==> src/sv/vcc_pkg.sv <==
// Package for the Vigenere charset cipher: sizes, item types, mode and status codes,
// the sequencer state type and the character normalising function.
// No dependencies; every other file imports it.
package vcc_pkg;

	localparam int ALPHABET_DEPTH = 64;
	localparam int KEY_DEPTH      = 64;

	localparam int ALPHA_AW   = $clog2(ALPHABET_DEPTH);
	localparam int KEY_AW     = $clog2(KEY_DEPTH);
	localparam int CNT_W      = $clog2(KEY_DEPTH + 1);
	localparam int SCAN_W     = ALPHA_AW + 1;
	localparam int ACC_W      = ALPHA_AW + 1;
	localparam int KIDX_W     = 6;
	localparam int CHAR_W     = 8;
	localparam int MODE_W     = 3;
	localparam int ENTRY_W    = 6;
	localparam int STATUS_W   = 2;
	localparam int SIZE_W     = 7;
	localparam int CFG_IDX_W  = 1;
	localparam int CFG_DATA_W = 7;

	localparam logic [MODE_W-1:0] MODE_LOAD    = 3'd0;
	localparam logic [MODE_W-1:0] MODE_CLEAR   = 3'd1;
	localparam logic [MODE_W-1:0] MODE_APPEND  = 3'd2;
	localparam logic [MODE_W-1:0] MODE_TEXT    = 3'd3;
	localparam logic [MODE_W-1:0] MODE_RESTART = 3'd4;

	localparam logic [STATUS_W-1:0] STATUS_OK        = 2'd0;
	localparam logic [STATUS_W-1:0] STATUS_KEY_EMPTY = 2'd1;
	localparam logic [STATUS_W-1:0] STATUS_KEY_FULL  = 2'd2;

	localparam logic [CFG_IDX_W-1:0] REG_ALPHABET_SIZE = 1'd0;
	localparam logic [CFG_IDX_W-1:0] REG_DIRECTION     = 1'd1;

	localparam logic [SIZE_W-1:0] SIZE_RESET = 7'd27;

	localparam logic [CHAR_W-1:0] CHAR_SPACE      = 8'h20;
	localparam logic [CHAR_W-1:0] CHAR_UNDERSCORE = 8'h5F;
	localparam logic [CHAR_W-1:0] CHAR_UPPER_A    = 8'h41;
	localparam logic [CHAR_W-1:0] CHAR_UPPER_Z    = 8'h5A;
	localparam logic [CHAR_W-1:0] CHAR_LOWER_A    = 8'h61;
	localparam logic [CHAR_W-1:0] CHAR_LOWER_Z    = 8'h7A;
	localparam logic [CHAR_W-1:0] CASE_OFFSET     = 8'h20;

	typedef struct packed {
		logic [MODE_W-1:0]  mode;
		logic [CHAR_W-1:0]  char_in;
		logic [ENTRY_W-1:0] entry_index;
	} in_item_t;

	typedef struct packed {
		logic [CHAR_W-1:0]   char_out;
		logic [STATUS_W-1:0] status;
	} out_item_t;

	typedef enum logic [2:0] {
		ST_IDLE,
		ST_SEARCH,
		ST_MOD,
		ST_COMBINE,
		ST_WRAP,
		ST_READ,
		ST_LOOKUP,
		ST_EMIT
	} state_t;

	// Upper-case ASCII letters fold to lower case and a space becomes an underscore.
	function automatic logic [CHAR_W-1:0] normalize_char(input logic [CHAR_W-1:0] c);
		logic [CHAR_W-1:0] r;
		r = c;
		if (c >= CHAR_UPPER_A && c <= CHAR_UPPER_Z) begin
			r = c + CASE_OFFSET;
		end else if (c == CHAR_SPACE) begin
			r = CHAR_UNDERSCORE;
		end
		return r;
	endfunction

endpackage

==> src/sv/vigenere_charset_cipher.sv <==
// Top level of the Vigenere charset cipher: sequencer, key store, shared subtractor
// and result register. Depends on vcc_pkg and vcc_alpha_ram.
//
// Each accepted item either loads one alphabet entry, clears the key, appends a key
// character, restarts the key position or carries one text character. Loads, clears,
// restarts and unused modes are finished when taken and give no result. Key and text
// characters are matched against the alphabet one entry per cycle through the single
// read port of the alphabet memory, over the first n entries, where n is the active
// alphabet size (at most 64). A text character that matches then brings its key index
// below n by repeated subtraction (none when the key was built with the current size,
// up to 63 for a key left over from a larger alphabet), finds it below, adds or
// subtracts the key, wraps, reads the alphabet memory and hands the result to the
// output register. The input stall is high for as long as the block works on an item.
// A finished result sits in the output register until taken, and the block accepts
// the next item meanwhile; only a second result that finds the register still
// occupied waits for it. A text item with an empty key answers at once with status
// key-empty, and a key character that matches while the key store is full answers
// with status key-full; both carry a zero character. Configuration writes land
// immediately and should only be made while the block is idle. Alphabet entries that
// were never loaded read as unknown data.
module vigenere_charset_cipher (
	input  logic                             clk,
	input  logic                             arst_n,
	input  logic                             item_valid,
	output logic                             item_stall,
	input  vcc_pkg::in_item_t                item,
	output logic                             res_valid,
	input  logic                             res_stall,
	output vcc_pkg::out_item_t               res,
	input  logic                             cfg_we,
	input  logic [vcc_pkg::CFG_IDX_W-1:0]    cfg_index,
	input  logic [vcc_pkg::CFG_DATA_W-1:0]   cfg_data
);
	import vcc_pkg::*;

	// Sequencer state and configuration registers.
	state_t state_q, state_d;
	logic [SIZE_W-1:0] alpha_size_q;
	logic              direction_q;

	// Item being worked on.
	logic [MODE_W-1:0] mode_q;
	logic [CHAR_W-1:0] char_q;

	// Key store and its pointers.
	logic [KIDX_W-1:0] key_mem [KEY_DEPTH];
	logic [KIDX_W-1:0] key_rd_q;
	logic [CNT_W-1:0]  key_count_q;
	logic [KEY_AW-1:0] key_pos_q;

	// Search sequencer.
	logic [SCAN_W-1:0]   scan_q;
	logic                pend_q;
	logic [ALPHA_AW-1:0] pend_idx_q;
	logic [ALPHA_AW-1:0] slot_q;

	// Shared accumulator for modulo reduction and the final index.
	logic [ACC_W-1:0] acc_q;

	// Result waiting to be moved to the output register, and the output register.
	out_item_t res_pend_q;
	out_item_t res_q;
	logic      res_valid_q;

	// Combinational signals.
	logic                accept;
	logic [ACC_W-1:0]    n_act;
	logic [ACC_W:0]      sub_diff;
	logic                acc_ge_n;
	logic                scan_issue;
	logic                match;
	logic                miss;
	logic                key_full;
	logic                res_free;
	logic [ALPHA_AW-1:0] alpha_raddr;
	logic [CHAR_W-1:0]   alpha_rdata;
	logic [CNT_W-1:0]    pos_eff;
	logic [CNT_W-1:0]    pos_inc;
	logic [CHAR_W-1:0]   lookup_char;

	assign accept     = item_valid && (state_q == ST_IDLE);
	assign item_stall = (state_q != ST_IDLE);

	// Sizes beyond the physical alphabet saturate.
	assign n_act = (alpha_size_q > SIZE_W'(ALPHABET_DEPTH)) ? ACC_W'(ALPHABET_DEPTH)
	                                                        : ACC_W'(alpha_size_q);

	// The one subtract-and-compare unit, shared by reduction and wrap.
	assign sub_diff = {1'b0, acc_q} - {1'b0, n_act};
	assign acc_ge_n = !sub_diff[ACC_W];

	assign scan_issue = (state_q == ST_SEARCH) && (ACC_W'(scan_q) < n_act);
	assign match      = (state_q == ST_SEARCH) && pend_q && (alpha_rdata == char_q);
	assign miss       = (state_q == ST_SEARCH) && !pend_q && !scan_issue;
	assign key_full   = (key_count_q >= CNT_W'(KEY_DEPTH));
	assign res_free   = !res_valid_q || !res_stall;

	assign alpha_raddr = (state_q == ST_READ) ? acc_q[ALPHA_AW-1:0]
	                                          : scan_q[ALPHA_AW-1:0];

	// Position actually used by a text item, and where it moves to afterwards.
	assign pos_eff = ({1'b0, key_pos_q} >= key_count_q) ? '0 : CNT_W'(key_pos_q);
	assign pos_inc = pos_eff + CNT_W'(1);

	// Encrypt output is upper-cased.
	always_comb begin
		lookup_char = alpha_rdata;
		if (!direction_q && alpha_rdata >= CHAR_LOWER_A && alpha_rdata <= CHAR_LOWER_Z) begin
			lookup_char = alpha_rdata - CASE_OFFSET;
		end
	end

	vcc_alpha_ram u_alpha_ram (
		.clk   (clk),
		.we    (accept && (item.mode == MODE_LOAD)),
		.waddr (item.entry_index[ALPHA_AW-1:0]),
		.wdata (item.char_in),
		.raddr (alpha_raddr),
		.rdata (alpha_rdata)
	);

	// Next-state logic.
	always_comb begin
		state_d = state_q;
		case (state_q)
			ST_IDLE: begin
				if (accept) begin
					case (item.mode)
						MODE_APPEND: state_d = ST_SEARCH;
						MODE_TEXT:   state_d = (key_count_q == '0) ? ST_EMIT : ST_SEARCH;
						default:     state_d = ST_IDLE;
					endcase
				end
			end
			ST_SEARCH: begin
				if (match) begin
					if (mode_q == MODE_APPEND) begin
						state_d = key_full ? ST_EMIT : ST_IDLE;
					end else begin
						state_d = ST_MOD;
					end
				end else if (miss) begin
					state_d = ST_IDLE;
				end
			end
			ST_MOD: begin
				if (!acc_ge_n) begin
					state_d = ST_COMBINE;
				end
			end
			ST_COMBINE: state_d = ST_WRAP;
			ST_WRAP:    state_d = ST_READ;
			ST_READ:    state_d = ST_LOOKUP;
			ST_LOOKUP:  state_d = ST_EMIT;
			ST_EMIT: begin
				if (res_free) begin
					state_d = ST_IDLE;
				end
			end
			default: state_d = ST_IDLE;
		endcase
	end

	always_ff @(posedge clk or negedge arst_n) begin
		if (!arst_n) begin
			state_q <= ST_IDLE;
		end else begin
			state_q <= state_d;
		end
	end

	// Configuration registers.
	always_ff @(posedge clk or negedge arst_n) begin
		if (!arst_n) begin
			alpha_size_q <= SIZE_RESET;
			direction_q  <= 1'b0;
		end else if (cfg_we) begin
			case (cfg_index)
				REG_ALPHABET_SIZE: alpha_size_q <= cfg_data[SIZE_W-1:0];
				REG_DIRECTION:     direction_q  <= cfg_data[0];
				default:           ;
			endcase
		end
	end

	// Key count and position.
	always_ff @(posedge clk or negedge arst_n) begin
		if (!arst_n) begin
			key_count_q <= '0;
			key_pos_q   <= '0;
		end else begin
			if (accept) begin
				case (item.mode)
					MODE_CLEAR: begin
						key_count_q <= '0;
						key_pos_q   <= '0;
					end
					MODE_RESTART: key_pos_q <= '0;
					MODE_TEXT: begin
						if (key_count_q != '0) begin
							key_pos_q <= (pos_inc >= key_count_q) ? '0
							                                      : pos_inc[KEY_AW-1:0];
						end
					end
					default: ;
				endcase
			end
			if (match && (mode_q == MODE_APPEND) && !key_full) begin
				key_count_q <= key_count_q + CNT_W'(1);
			end
		end
	end

	// Key store: written when a key character matches and the store is not full, read whenever an item is accepted.
	always_ff @(posedge clk) begin
		if (match && (mode_q == MODE_APPEND) && !key_full) begin
			key_mem[key_count_q[KEY_AW-1:0]] <= KIDX_W'(pend_idx_q);
		end
	end

	always_ff @(posedge clk) begin
		if (accept) begin
			key_rd_q <= key_mem[pos_eff[KEY_AW-1:0]];
		end
	end

	// Search control.
	always_ff @(posedge clk or negedge arst_n) begin
		if (!arst_n) begin
			scan_q <= '0;
			pend_q <= 1'b0;
		end else if (state_q == ST_SEARCH) begin
			pend_q <= scan_issue && !match;
			if (scan_issue) begin
				scan_q <= scan_q + SCAN_W'(1);
			end
		end else begin
			scan_q <= '0;
			pend_q <= 1'b0;
		end
	end

	// Item payload, slot, accumulator and the pending result.
	always_ff @(posedge clk) begin
		if (accept) begin
			mode_q <= item.mode;
			char_q <= normalize_char(item.char_in);
			res_pend_q.char_out <= '0;
			res_pend_q.status   <= STATUS_KEY_EMPTY;
		end
		if (scan_issue) begin
			pend_idx_q <= scan_q[ALPHA_AW-1:0];
		end
		if (match) begin
			slot_q <= pend_idx_q;
			acc_q  <= ACC_W'(key_rd_q);
			res_pend_q.char_out <= '0;
			res_pend_q.status   <= STATUS_KEY_FULL;
		end
		case (state_q)
			ST_MOD: begin
				if (acc_ge_n) begin
					acc_q <= sub_diff[ACC_W-1:0];
				end
			end
			ST_COMBINE: begin
				if (direction_q) begin
					acc_q <= ACC_W'(slot_q) + n_act - acc_q;
				end else begin
					acc_q <= ACC_W'(slot_q) + acc_q;
				end
			end
			ST_WRAP: begin
				if (acc_ge_n) begin
					acc_q <= sub_diff[ACC_W-1:0];
				end
			end
			ST_LOOKUP: begin
				res_pend_q.char_out <= lookup_char;
				res_pend_q.status   <= STATUS_OK;
			end
			default: ;
		endcase
	end

	// Output register.
	always_ff @(posedge clk or negedge arst_n) begin
		if (!arst_n) begin
			res_valid_q <= 1'b0;
		end else if ((state_q == ST_EMIT) && res_free) begin
			res_valid_q <= 1'b1;
		end else if (!res_stall) begin
			res_valid_q <= 1'b0;
		end
	end

	always_ff @(posedge clk) begin
		if ((state_q == ST_EMIT) && res_free) begin
			res_q <= res_pend_q;
		end
	end

	assign res_valid = res_valid_q;
	assign res       = res_q;

	// The key count never passes the store depth.
	a_count_bound: assert property (@(posedge clk) disable iff (!arst_n)
		key_count_q <= CNT_W'(KEY_DEPTH))
		else $error("key count beyond key store depth");

	// With a key present the position always points inside it; with none it rests at zero.
	a_pos_inside: assert property (@(posedge clk) disable iff (!arst_n)
		(key_count_q == '0) ? (key_pos_q == '0) : ({1'b0, key_pos_q} < key_count_q))
		else $error("key position outside the key");

	// An error result always carries a zero character.
	a_error_zero: assert property (@(posedge clk) disable iff (!arst_n)
		(res_valid && (res.status != STATUS_OK)) |-> (res.char_out == '0))
		else $error("error result with nonzero character");

	// A new result only appears after the sequencer has handed one over.
	a_emit_source: assert property (@(posedge clk) disable iff (!arst_n)
		$rose(res_valid) |-> $past(state_q == ST_EMIT))
		else $error("result raised outside the hand-over state");

	// The final alphabet index is reduced below the size before it is read.
	a_index_range: assert property (@(posedge clk) disable iff (!arst_n)
		(state_q == ST_READ) |-> (acc_q < n_act))
		else $error("final index not below the alphabet size");

endmodule

==> src/sv/vcc_alpha_ram.sv <==
// Alphabet store of the Vigenere charset cipher: one write port, one read port,
// read data registered. Depends on vcc_pkg.
module vcc_alpha_ram (
	input  logic                           clk,
	input  logic                           we,
	input  logic [vcc_pkg::ALPHA_AW-1:0]   waddr,
	input  logic [vcc_pkg::CHAR_W-1:0]     wdata,
	input  logic [vcc_pkg::ALPHA_AW-1:0]   raddr,
	output logic [vcc_pkg::CHAR_W-1:0]     rdata
);
	import vcc_pkg::*;

	logic [CHAR_W-1:0] mem [ALPHABET_DEPTH];

	always_ff @(posedge clk) begin
		if (we) begin
			mem[waddr] <= wdata;
		end
	end

	always_ff @(posedge clk) begin
		rdata <= mem[raddr];
	end

endmodule

==> config.mk <==
export PLATFORM = sky130hd
export DESIGN_NAME = vigenere_charset_cipher
export DESIGN_NICKNAME = d
export VERILOG_FILES = /design/src/sv/vcc_pkg.sv /design/src/sv/vigenere_charset_cipher.sv /design/src/sv/vcc_alpha_ram.sv
export SDC_FILE = /design/constraint.sdc
export NUM_CORES = 1
export LEC_CHECK = 0
export BUFFER_PORTS_ARGS = -buffer_cell sky130_fd_sc_hd__buf_2
export CAP_MARGIN = 20
export CORE_ASPECT_RATIO = 1.2
export CORE_UTILIZATION = 40
export DETAILED_ROUTE_END_ITERATION = 8
export HOLD_SLACK_MARGIN = 0.06
export PLACE_DENSITY = 0.57
export SETUP_SLACK_MARGIN = 0.05
export SYNTH_ARGS = -nofsm -noshare
export SYNTH_HDL_FRONTEND = slang
export SYNTH_SLANG_ARGS = --single-unit
==> constraint.sdc <==
create_clock -name clk -period 5.8 [get_ports clk]
set_input_delay 0.29 -clock clk [delete_from_list [all_inputs] [get_ports clk]]
set_output_delay 0.29 -clock clk [all_outputs]
set_load 0.05 [all_outputs]
# After elaboration in Yosys (flattened, before gate mapping)
# Memory sizes are Yosys's and may differ from the RTL's. A register that Yosys moved wholly into a read port is not among the register bits.
# Cells that the tools add are included.
# totals
ff_bits	83
mem_bits_rw	896
in_bits	30
output_inout_bits	12
word_cells	138
n_memories	2
# op_classes
addsub	9
order_cmp	9
n_eq_ne	21
n_mux	38
n_bitwise	1
n_reduce_logical	40
# mem_list
memory	depth	width	rd	rd_clocked_by_memory_dff	write_ports	line_no	rtl
u_alpha_ram.mem	64	8	1	1	1	vcc_alpha_ram.sv:13	logic [CHAR_W-1:0] mem [ALPHABET_DEPTH];
key_mem	64	6	1	1	1	vigenere_charset_cipher.sv:46	logic [KIDX_W-1:0] key_mem [KEY_DEPTH];
# ops
cell	n
two-way mux 7 bit	9
two-way mux 10 bit	3
two-way mux 3 bit	8
two-way mux 6 bit	4
two-way mux 8 bit	3
one-hot mux 3 bit (8 select lines)	1
greater-or-equal comparator 8 x 7 -> 1 bit (second input constant)	2
<= comparator 8 x 7 -> 1 bit (second input constant)	2
equality test 3 x 2 -> 1 bit (second input constant)	5
equality test 3 bit (second input constant)	5
adder 6 x 7 -> 7 bit	2
adder 7 x 1 -> 7 bit (second input constant)	2
logical AND 1 bit	14
one-hot mux 7 bit (2 select lines)	1
one-hot mux 6 bit (2 select lines)	1
!= test 2 bit (second input constant)	5
adder 8 x 6 -> 8 bit (second input constant)	1
equality test 8 x 6 -> 1 bit (second input constant)	1
equality test 8 bit	1
nonzero test 2 bit	4
subtractor 7 x 7 -> 8 bit	1
subtractor 8 x 6 -> 8 bit (second input constant)	1
adder 6 x 1 -> 7 bit (second input constant)	1
greater-or-equal comparator 6 x 7 -> 1 bit	1
other kinds (21)	40

# Longest topological paths before layout
# Gate-level depths: netlist of the first run.
# logic_depth
word_depth	9
depth_mapped	22
mapped_depth_nobuf	16

# Hierarchy
# From an unflattened synthesis of the first run, not the netlist that was laid out.
# hier_totals
hier_cells	2464
area_unflattened_um2	41030.6
# modules_own_cells
mod	instances	cells_per_inst	area_each_um2	seq_area_each_um2
vigenere_charset_cipher	1	1524	20863.8	13953.4
vcc_alpha_ram	1	940	20166.8	15534.9

# Worst setup path after synthesis of the first run
# OpenSTA, ideal clock, no wires.
# synth_timing
kind	flip-flop to flip-flop
from	reg key_pos_q[0]
to	reg key_pos_q[0]
setup_ns	0.067
t_arrival_ns	4.576
required_time_ns	5.733
slack_ns	1.157
path_stages_with_launch	23
path_buffers	6
period_less_slack_ns	4.643
path_cell_list	dfrtp_1 -> buf_2 -> buf_2 -> buf_2 -> buf_2 -> inv_1 -> ha_1 -> nand2b_1 -> a211o_1 -> a21oi_2 -> nand2_1 -> inv_2 -> buf_2 -> buf_4 -> ha_1 -> ha_1 -> a21o_1 -> a21oi_1 -> nor2b_1 -> o21ai_0 -> a21oi_1 -> nor4_2 -> a22o_1
# synth_between
elab_chain_len	7
# synth_rtl
item	line_no	rtl
from (decl)	vigenere_charset_cipher.sv:49	logic [KEY_AW-1:0] key_pos_q;
from (signal assigned)	vigenere_charset_cipher.sv:201	key_pos_q <= (pos_inc >= key_count_q) ? '0
greater-or-equal comparator 6 x 7 -> 1 bit	vigenere_charset_cipher.sv:102	assign pos_eff = ({1'b0, key_pos_q} >= key_count_q) ? '0 : CNT_W'(key_pos_q);
two-way mux 6 bit *	vigenere_charset_cipher.sv:102	
adder 6 x 1 -> 7 bit *	vigenere_charset_cipher.sv:103	assign pos_inc = pos_eff + CNT_W'(1);
greater-or-equal comparator 7 bit	vigenere_charset_cipher.sv:201	
two-way mux 6 bit *	vigenere_charset_cipher.sv:201	
two-way mux 6 bit *	vigenere_charset_cipher.sv:200	if (key_count_q != '0) begin
one-hot mux 6 bit (2 select lines) *	vigenere_charset_cipher.sv:193	case (item.mode)
# Mark *: on every way between the ends. The rest lies on a longest branch, timed or not. The select of a mux whose other input is x is not followed.
# A chain may end at the register's enable or synchronous reset.

# Final worst setup path of the first run
# layout_timing
from	reg key_pos_q[4]
to	reg key_pos_q[4]
# The elaborated chain is that of the path after synthesis.

==> metrics.log, run 1 <==
[metrics] area of the mapped netlist: 41400 um2
[metrics] power density over the cells: 445 nW/um2
[metrics] Setup Skew: 0.0301 ns
[metrics] HPWL after detailed placement: 68.6 mm
[metrics] VDD IR-drop max: 340 uV
[metrics] count of standard-cell rows: 128
[metrics] nets@finish: 3140
[metrics] cells taking the most area after synthesis: sky130_fd_sc_hd__edfxtp_1 68%, sky130_fd_sc_hd__nand2_1 5.3%, sky130_fd_sc_hd__mux2i_1 2.9%
[metrics] Setup crit end kind: register
[metrics] Syn Area/Cell: 13.8 um2
[metrics] number of CTS-inserted buffers: 103
[metrics] remaining design rule violation count: 0
[metrics] async set or reset register ratio after synthesis: 3.32%
[metrics] clock-pin slew on the worst setup and hold paths: 0.06 ns
[metrics] number of top-level design ports: 42
[metrics] CTS Root Cell: sky130_fd_sc_hd__clkbuf_16
[metrics] number of DRC markers after the initial detailed-route iteration: 2382
[metrics] Synth area leader: sky130_fd_sc_hd__edfxtp_1
[metrics] number of hold violations in the final report: 0
[metrics] post-synth net total: 3079
[metrics] worst-skew pair later-pin latency: 0.67 ns
[metrics] portion of synthesized cell area occupied by the leading cell type: 68.5%
[metrics] detailed-route wire length per cell: 23.9 um
[metrics] routability congestion estimate from global placement: 0.891
[metrics] transition time at the pin with the least slew margin: 1.07 ns
[metrics] sequential-to-total area share from yosys stat: 71.3%
[metrics] die outline width: 296 um
[metrics] Hold/Removal Path Class: input port to register
[metrics] number of enable-type register cells in the synthesized netlist: 943
[metrics] first-pass GRT wire length: 160 mm
[metrics] slowest CP cell: sky130_fd_sc_hd__dfrtp_1
[metrics] vias per cell: 5.57
[metrics] multi-input combinational cell area: 10900 um2
[metrics] CP dominant cell by count: sky130_fd_sc_hd__ha_1
[metrics] Cells after Synth: 2991
[metrics] first-pass iteration count of the detailed router: 5
[metrics] Max Cap Viol: 0
[metrics] achievable frequency: 219 MHz
[metrics] unrepaired setup endpoints after global routing: no
[metrics] area of all sequential standard cells: 29500 um2
[metrics] residual antenna-violating net count after detailed routing: 0
[metrics] number of buffers added on ports: 41
[metrics] clk buf depth: 3
[metrics] Final setup viols: 0
[metrics] most frequently used flop master after synthesis: sky130_fd_sc_hd__edfxtp_1
[metrics] core box area: 102000 um2
[metrics] total global routing overflow: 0
[metrics] share of layout cells above drive strength 1: 10.5%
[metrics] Post-Route Setup TNS: 0 ns
[metrics] Layout Area Growth over Synthesis: 12.6%
[metrics] number of global-route vias before repair: 25000
[metrics] maximum number of pins on one net before global-route repair: 102
[metrics] vias after detailed routing: 25100
[metrics] number of synthesized register bits: 993
[metrics] cell breakdown of the critical path: ha_1 > a211oi_1 > or3_1 > o211ai_4 > clkinv_2 > ha_1 > ha_1 > a21o_1 > a21oi_1 > nor2b_1 > o21ai_0 > a21oi_1 > nor4_2 > a22o_1
[metrics] Critical Path Source Type: register
[metrics] leakage power: 0.0157 uW
[metrics] initial cell density of the core: 40.5%
[metrics] height of the chip: 354 um
[metrics] number of antenna violations at the first check in global routing: 1
[metrics] Resized Gates After CTS: 0
[metrics] H-tree levels: 3
[metrics] required arrival time at the worst endpoint: 6.40 ns
[metrics] final critical-path share of the clock period: 78.7%
[metrics] CTS tree: yes
[metrics] number of synthesis warnings: 0
[metrics] wire length reported by the detailed router: 108 mm
[metrics] die footprint: 105000 um2
[metrics] ant diodes: 0
[metrics] worst max-slew margin expressed relative to the limit: 28.9%
[metrics] biggest cell delay along the critical path: 0.61 ns
[metrics] crit path max fanout: 39
[metrics] post-synthesis cell type count: 70
[metrics] minimum clock period after layout: 4.57 ns
[metrics] number of max-slew violations in the final report: 0
[metrics] share of the core filled with cells: 45.6%
[metrics] Total Routing Usage GR: 20.5%
[metrics] data arrival time of the critical path: 5.16 ns
[metrics] outcome: complete, no violations
[metrics] Worst Setup Path Type: register to register
[metrics] number of fill cells in the layout: 8958
[metrics] # clock sinks: 993
per-stage QoR:
step	hold slack [ns]	setup WS [ns]	std cells	power, uW	area [um2]
final	0.104	1.23	4506	20700	46600
after global routing	0.120	0.970	4506	21500	46600
after CTS	0.0825	1.26	4506	20800	46600
after detailed placement	0.406	1.27	4294	14300	43000
after global placement	0.407	1.24	4292	14200	43000
after floorplan	-0.00559	1.16	2991	12400	41400
routing by layer:
| layer | track usage (%) | part of all wire [%] | vias to the layer above |
|---|---|---|---|
| li1 | - | - | 11400 |
| met1 | 25.8 | 40 | 12600 |
| met2 | 35.9 | 51 | 830 |
| met3 | 2.52 | 4.9 | 225 |
| met4 | 7.55 | 3.7 | 0 |
| met5 | 0 | 0 | - |
path summary, 6_finish.rpt:
| check | slack (ns) | start | cells after the start | endpoint |
|---|---|---|---|---|
| max in group asynchronous | 4.79 | arst_n | 2 | key_pos_q[0]$_DFFE_PN0P_ |
| min reg2reg | 0.42 | res_pend_q[3]$_DFFE_PP_ | 0 | res[3]$_DFFE_PP_ |
| min | 0.10 | item[6] | 1 | u_alpha_ram.mem[16][0]$_DFFE_PP_ |
| min in group asynchronous | 0.30 | arst_n | 2 | direction_q$_DFFE_PN0P_ |
| max reg2reg | 1.23 | key_pos_q[4]$_DFFE_PN0P_ | 14 | key_pos_q[4]$_DFFE_PN0P_ |
| max | 1.23 | key_pos_q[4]$_DFFE_PN0P_ | 14 | key_pos_q[4]$_DFFE_PN0P_ |
power by group:
| group | internal (uW) | switching (uW) |
|---|---|---|
| Sequential | 8460 | 279 |
| Clock | 3770 | 2780 |
| Combinational | 1730 | 3680 |
| Total | 14000 | 6740 |
flip-flops by register name, indices dropped and copies added, names as in the netlist:
register           count
res                   10
acc_q                  7
u_alpha_ram.mem      512
mode_q                 3
direction_q            1
res_valid              1
key_mem              384
alpha_size_q           7
slot_q                 6
key_pos_q              6
scan_q                 7
char_q                 8
state_q                3
key_count_q            7
key_rd_q               6
pend_idx_q             6
pend_q                 1
res_pend_q            10
u_alpha_ram.rdata      8
synth_stat cells (6+ instances only):
cell type                   number
sky130_fd_sc_hd__o21ai_0        67
sky130_fd_sc_hd__or2_2           7
sky130_fd_sc_hd__nand3b_1        6
sky130_fd_sc_hd__a32oi_1        18
sky130_fd_sc_hd__nor4_1         11
sky130_fd_sc_hd__ha_1           50
sky130_fd_sc_hd__o22ai_1        38
sky130_fd_sc_hd__a21o_1         15
sky130_fd_sc_hd__nand2b_1        6
sky130_fd_sc_hd__a22o_1         13
sky130_fd_sc_hd__a311oi_1       20
sky130_fd_sc_hd__a22oi_1         7
sky130_fd_sc_hd__buf_6           8
sky130_fd_sc_hd__mux2i_1       121
sky130_fd_sc_hd__a221oi_1        9
sky130_fd_sc_hd__dfxtp_1        17
sky130_fd_sc_hd__and3_1         75
sky130_fd_sc_hd__inv_1          57
sky130_fd_sc_hd__o221ai_1       24
sky130_fd_sc_hd__dfrtp_1        29
sky130_fd_sc_hd__mux4_2         26
sky130_fd_sc_hd__buf_1          10
sky130_fd_sc_hd__o2111ai_1       7
sky130_fd_sc_hd__a31oi_1        67
sky130_fd_sc_hd__nand3_1       137
sky130_fd_sc_hd__xnor2_1        22
sky130_fd_sc_hd__o211ai_1       10
sky130_fd_sc_hd__or3_1          13
sky130_fd_sc_hd__a211oi_1       11
sky130_fd_sc_hd__nand2_1       581
sky130_fd_sc_hd__nor2_1        171
sky130_fd_sc_hd__a221o_1        19
sky130_fd_sc_hd__edfxtp_1      943
sky130_fd_sc_hd__nor3_1         13
sky130_fd_sc_hd__a21oi_1        80
sky130_fd_sc_hd__mux2_2         28
sky130_fd_sc_hd__buf_2          58
sky130_fd_sc_hd__xor2_1          9
sky130_fd_sc_hd__o21ai_1         7
sky130_fd_sc_hd__fa_1            8
sky130_fd_sc_hd__nor2b_1         7
sky130_fd_sc_hd__nand4_1        34
sky130_fd_sc_hd__clkbuf_1       62
sky130_fd_sc_hd__buf_4          17
cells by family after synthesis:
group,Yosys count,share of synthesized area [%]
compound gates,439,7.17
xor+xnor,31,0.656
fa+ha+maj,58,1.90
buf+inv,216,2.44
flops,993,71.3
mux,176,5.16
simple gates,1078,11.4
worst max-delay path: cells and delay by family, from the launching register on:
| kind | cells | cell delay, ns |
|---|---|---|
| compound gates | 7 | 1.02 |
| buf+inv | 1 | 0.57 |
| flops | 1 | 0.61 |
| simple gates | 3 | 1.02 |
| fa+ha+maj | 3 | 1.26 |
cell usage in the layout, fill, tap and decap left out, types with 10 or more instances in the layout:
master,Yosys,layout
sky130_fd_sc_hd__inv_1,57,57
sky130_fd_sc_hd__dfrtp_1,29,27
sky130_fd_sc_hd__edfxtp_1,943,943
sky130_fd_sc_hd__clkbuf_16,0,105
sky130_fd_sc_hd__a311oi_1,20,20
sky130_fd_sc_hd__mux2_2,28,27
sky130_fd_sc_hd__a21oi_1,80,80
sky130_fd_sc_hd__clkinv_2,0,19
sky130_fd_sc_hd__dfxtp_1,17,17
sky130_fd_sc_hd__nand4_1,34,34
sky130_fd_sc_hd__a31oi_1,67,67
sky130_fd_sc_hd__clkinv_1,2,26
sky130_fd_sc_hd__buf_4,17,47
sky130_fd_sc_hd__buf_2,58,41
sky130_fd_sc_hd__a211oi_1,11,11
sky130_fd_sc_hd__mux2i_1,121,119
sky130_fd_sc_hd__and3_1,75,75
sky130_fd_sc_hd__o21ai_0,67,66
sky130_fd_sc_hd__nor2_1,171,171
sky130_fd_sc_hd__o221ai_1,24,24
sky130_fd_sc_hd__a221o_1,19,19
sky130_fd_sc_hd__a21o_1,15,15
sky130_fd_sc_hd__a22o_1,13,13
sky130_fd_sc_hd__xnor2_1,22,22
sky130_fd_sc_hd__o22ai_1,38,38
sky130_fd_sc_hd__dlygate4sd3_1,0,18
sky130_fd_sc_hd__a32oi_1,18,18
sky130_fd_sc_hd__clkbuf_1,62,17
sky130_fd_sc_hd__nor4_1,11,11
sky130_fd_sc_hd__ha_1,50,50
sky130_fd_sc_hd__nor3_1,13,12
sky130_fd_sc_hd__mux4_2,26,26
sky130_fd_sc_hd__nand3_1,137,137
sky130_fd_sc_hd__o211ai_1,10,10
sky130_fd_sc_hd__nand2_1,581,581
sky130_fd_sc_hd__or3_1,13,13
repair_timing:
| action | in CTS | in global routing |
|---|---|---|
| buffers inserted | 0 | 0 |
| hold endpoints to repair | 57 | 0 |
| hold buffers | 18 | 0 |
final cells by class:
cell class	instances	area share (%)
sequential	993	63.3
timing repair buffer	111	1.76
inverter	61	0.494
clock buffer	125	5.87
multi-input combinational	1782	23.5
clock inverter	69	1.37
tap	1365	3.67
Note: power is estimated with default switching activity, not from simulation.
==> inputs of run 2 (changes only) <==
ABC_AREA = 1   (was unset)
clock period = 4.4 ns   (was 5.8 ns; I/O delays follow)
==> run 2 against run 1 <==
Critical path type unchanged. Fmax grew 25%. Critical endpoint is now key_pos_q[3]$_DFFE_PN0P_. Clock skew grew 0.0030 ns. First-iteration DRC count grew 16%. Cell count is 24% higher. Clock power rose by 31%.
==> metrics.log, run 2 <==
[metrics] most instantiated cells after synthesis: 943 x sky130_fd_sc_hd__edfxtp_1, 628 x sky130_fd_sc_hd__nor2_1, 513 x sky130_fd_sc_hd__nand3_1, 472 x sky130_fd_sc_hd__inv_1, 422 x sky130_fd_sc_hd__nand2_1
[metrics] worst max-slew margin expressed relative to the limit: 33.1% (+4.2 points)
[metrics] # clock sinks: 993 (unchanged)
[metrics] final critical-path share of the clock period: 83.1% (+4.3 points)
[metrics] maximum number of pins on one net before global-route repair: 170 (+67%)
[metrics] outcome: complete, no violations
[metrics] number of fill cells in the layout: 9968 (+11%)
[metrics] nets@finish: 4173 (+33%)
[metrics] power density over the cells: 597 nW/um2 (+34%)
[metrics] number of max-slew violations in the final report: 0 (unchanged)
[metrics] HPWL after detailed placement: 70.3 mm (+2.5%)
[metrics] Post-CTS Setup Inserts: 0 (unchanged)
[metrics] portion of synthesized cell area occupied by the leading cell type: 65.0% (-3.5 points)
[metrics] first-pass GRT wire length: 174 mm (+8.7%)
[metrics] vias per cell: 5.25 (-5.7%)
[metrics] number of synthesized register bits: 993 (unchanged)
[metrics] biggest cell delay along the critical path: 0.48 ns (-0.13 ns)
[metrics] H-tree levels: 3 (unchanged)
[metrics] residual antenna-violating net count after detailed routing: 0 (unchanged)
[metrics] number of CTS-inserted buffers: 106 (+2.9%)
[metrics] data arrival time of the critical path: 4.23 ns (-0.93 ns)
[metrics] core box area: 108000 um2 (+5.9%)
[metrics] number of top-level design ports: 42 (unchanged)
[metrics] die outline width: 303 um (+2.6%)
[metrics] slowest CP cell: sky130_fd_sc_hd__dfrtp_1
[metrics] post-synth net total: 4085 (+33%)
[metrics] post-synthesis cell type count: 50 (-29%)
[metrics] Setup Skew: 0.0331 ns (+0.00304 ns)
[metrics] Layout Area Growth over Synthesis: 13.2%
[metrics] crit path max fanout: 27 (-31%)
[metrics] height of the chip: 364 um (+2.6%)
[metrics] ant diodes: 0 (unchanged)
[metrics] top library cells by usage in the layout, fill and taps aside: 943 x sky130_fd_sc_hd__edfxtp_1, 627 x sky130_fd_sc_hd__nor2_1, 512 x sky130_fd_sc_hd__nand3_1, 472 x sky130_fd_sc_hd__inv_1, 421 x sky130_fd_sc_hd__nand2_1
[metrics] Final setup viols: 0 (unchanged)
[metrics] vias after detailed routing: 29300 (+17%)
[metrics] leakage power: 0.0187 uW (+19%)
[metrics] transition time at the pin with the least slew margin: 1.00 ns (-0.0642 ns)
[metrics] detailed-route wire length per cell: 20.7 um (-13%)
[metrics] VDD IR-drop max: 594 uV (+75%)
[metrics] number of synthesis warnings: 0 (unchanged)
[metrics] first-pass iteration count of the detailed router: 6 (+1)
[metrics] initial cell density of the core: 40.3% (-0.21 points)
[metrics] CTS tree: yes
[metrics] most frequently used flop master after synthesis: sky130_fd_sc_hd__edfxtp_1
[metrics] Synth area leader: sky130_fd_sc_hd__edfxtp_1
[metrics] CTS Root Cell: sky130_fd_sc_hd__clkbuf_16
[metrics] wire length reported by the detailed router: 115 mm (+7.2%)
[metrics] remaining design rule violation count: 0 (unchanged)
[metrics] setup slack of the critical path after layout: 0.745 ns (-0.488 ns)
[metrics] cell with the most instances after synthesis: sky130_fd_sc_hd__edfxtp_1
[metrics] Max Cap Viol: 0 (unchanged)
[metrics] async set or reset register ratio after synthesis: 3.32% (unchanged)
[metrics] Syn Area/Cell: 10.9 um2 (-21%)
[metrics] Post-Route Setup TNS: 0 ns (unchanged)
[metrics] Critical Path Source Type: register
[metrics] worst-skew pair later-pin latency: 0.68 ns (about the same)
[metrics] most common cell after layout, fill and taps aside: sky130_fd_sc_hd__edfxtp_1
[metrics] clk buf depth: 3 (unchanged)
[metrics] post-cts hold buffer count: 24 (+6)
[metrics] CP dominant cell by count: sky130_fd_sc_hd__inv_1
[metrics] number of buffers added on ports: 41 (unchanged)
[metrics] Largest Register: u_alpha_ram.mem
[metrics] total global routing overflow: 0 (unchanged)
[metrics] clock-pin slew on the worst setup and hold paths: 0.06 ns (about the same)
[metrics] area of the mapped netlist: 43600 um2 (+5.3%)
[metrics] die footprint: 110000 um2 (+5.3%)
[metrics] routability congestion estimate from global placement: 0.908 (+1.9%)
[metrics] Resized Gates After CTS: 0 (unchanged)
[metrics] achievable frequency: 274 MHz (+25%)
[metrics] sequential-to-total area share from yosys stat: 67.7% (-3.6 points)
[metrics] Cells after Synth: 3997 (+34%)
[metrics] CP top delay family: simple AND/OR/NAND/NOR gates
[metrics] Worst Setup Path Type: register to register
[metrics] count of standard-cell rows: 132 (+3.1%)
[metrics] share of layout cells above drive strength 1: 8.93% (-1.6 points)
[metrics] unrepaired setup endpoints after global routing: no
[metrics] Setup crit end kind: register
[metrics] minimum clock period after layout: 3.65 ns (-0.912 ns)
[metrics] number of buffers and inverters on the critical path: 6 (+5)
[metrics] number of hold violations in the final report: 0 (unchanged)
[metrics] number of antenna violations at the first check in global routing: 1 (unchanged)
[metrics] number of DRC markers after the initial detailed-route iteration: 2770 (+16%)
[metrics] max FFs per register: 512 (unchanged)
[metrics] Total Routing Usage GR: 20.8% (+0.39 points)
[metrics] required arrival time at the worst endpoint: 4.97 ns (-1.43 ns)
[metrics] cell breakdown of the critical path: inv_1 > ha_1 > nand2_1 > inv_1 > nand2_1 > nand2_1 > nand2_2 > nand3_4 > inv_2 > ha_1 > inv_1 > o31ai_1 > nand2_1 > inv_1 > ha_1 > a21oi_1 > o2111ai_1 > inv_1 > nand3_1 > o21ai_0
[metrics] number of global-route vias before repair: 28100 (+12%)
[metrics] number of enable-type register cells in the synthesized netlist: 943 (unchanged)
[metrics] Hold/Removal Path Class: input port to register
[metrics] setup slack after placement: 0.821 ns (-0.452 ns)
[metrics] cells taking the most area after synthesis: sky130_fd_sc_hd__edfxtp_1 65%, sky130_fd_sc_hd__nand3_1 5.9%, sky130_fd_sc_hd__nor2_1 5.4%
run 2: power breakdown:
group	internal [uW]	total [uW]	switching (uW)
sequential	11100	11400	303
clock	4940	8580	3640
combinational	2700	9460	6750
total	18700	29400	10700
run 2: path summary, 6_finish.rpt:
check                                                 from                           to  slack (ns)  cells after the start
worst max-delay path            key_count_q[2]$_DFFE_PN0P_     key_pos_q[3]$_DFFE_PN0P_        0.75                     20
worst min-delay path                             cfg_index  alpha_size_q[0]$_DFFE_PN1P_        0.11                      4
worst max register to register  key_count_q[2]$_DFFE_PN0P_     key_pos_q[3]$_DFFE_PN0P_        0.75                     20
worst min register to register     res_pend_q[6]$_DFFE_PP_             res[6]$_DFFE_PP_        0.41                      0
max in group asynchronous                           arst_n     key_pos_q[0]$_DFFE_PN0P_        3.55                      2
min in group asynchronous                           arst_n  alpha_size_q[6]$_DFFE_PN0P_        0.21                      2
run 2: kinds of logic after synthesis:
group | synth area share [%]
compound gates | 6.50
xor+xnor | 0.402
fa+ha+maj | 1.80
buf+inv | 6.20
flops | 67.7
mux | 0.103
simple gates | 17.3
run 2: final cells by class:
class	instances	area (um2)	area share [%]
flip-flops and latches	993	29500	59.8
inverters	478	1790	3.64
repair buffers	185	1510	3.06
multi-input cells	2321	11500	23.2
clock buffers	149	2900	5.87
well taps	1407	1760	3.57
clock inverters	51	430	0.872
run 2: worst register-to-register path: stages, from the launching register on:
cell and delay, ns:
sky130_fd_sc_hd__dfrtp_1 0.48, sky130_fd_sc_hd__inv_1 0.18, sky130_fd_sc_hd__ha_1 0.34, sky130_fd_sc_hd__nand2_1 0.08
sky130_fd_sc_hd__inv_1 0.04, sky130_fd_sc_hd__nand2_1 0.05, sky130_fd_sc_hd__nand2_1 0.06, sky130_fd_sc_hd__nand2_2 0.14
sky130_fd_sc_hd__nand3_4 0.36, sky130_fd_sc_hd__inv_2 0.16, sky130_fd_sc_hd__ha_1 0.22, sky130_fd_sc_hd__inv_1 0.05
sky130_fd_sc_hd__o31ai_1 0.24, sky130_fd_sc_hd__nand2_1 0.08, sky130_fd_sc_hd__inv_1 0.08, sky130_fd_sc_hd__ha_1 0.26
sky130_fd_sc_hd__a21oi_1 0.18, sky130_fd_sc_hd__o2111ai_1 0.11, sky130_fd_sc_hd__inv_1 0.20, sky130_fd_sc_hd__nand3_1 0.10
sky130_fd_sc_hd__o21ai_0 0.15
run 2: stage by stage:
stage	area [um2]	hold slack (ns)	cells	power [uW]	utilization [%]
after floorplan	43600	-0.0756	3997	17700	-
after global placement	45800	0.363	5359	20900	42.4
after detailed placement	45800	0.371	5359	21000	42.4
after CTS	49300	0.0622	5583	29600	45.7
after global routing	49300	0.150	5584	31000	45.7
final	49300	0.108	5584	29400	45.7
run 2: per-layer routing:
layer / vias to the layer above / GRT usage (%) / part of all wire [%]
met5: - / 0 / 0
met4: 0 / 7.41 / 3.2
met3: 189 / 2.50 / 5.1
met2: 889 / 35.4 / 50
met1: 14200 / 27.4 / 42
li1: 14000 / - / -
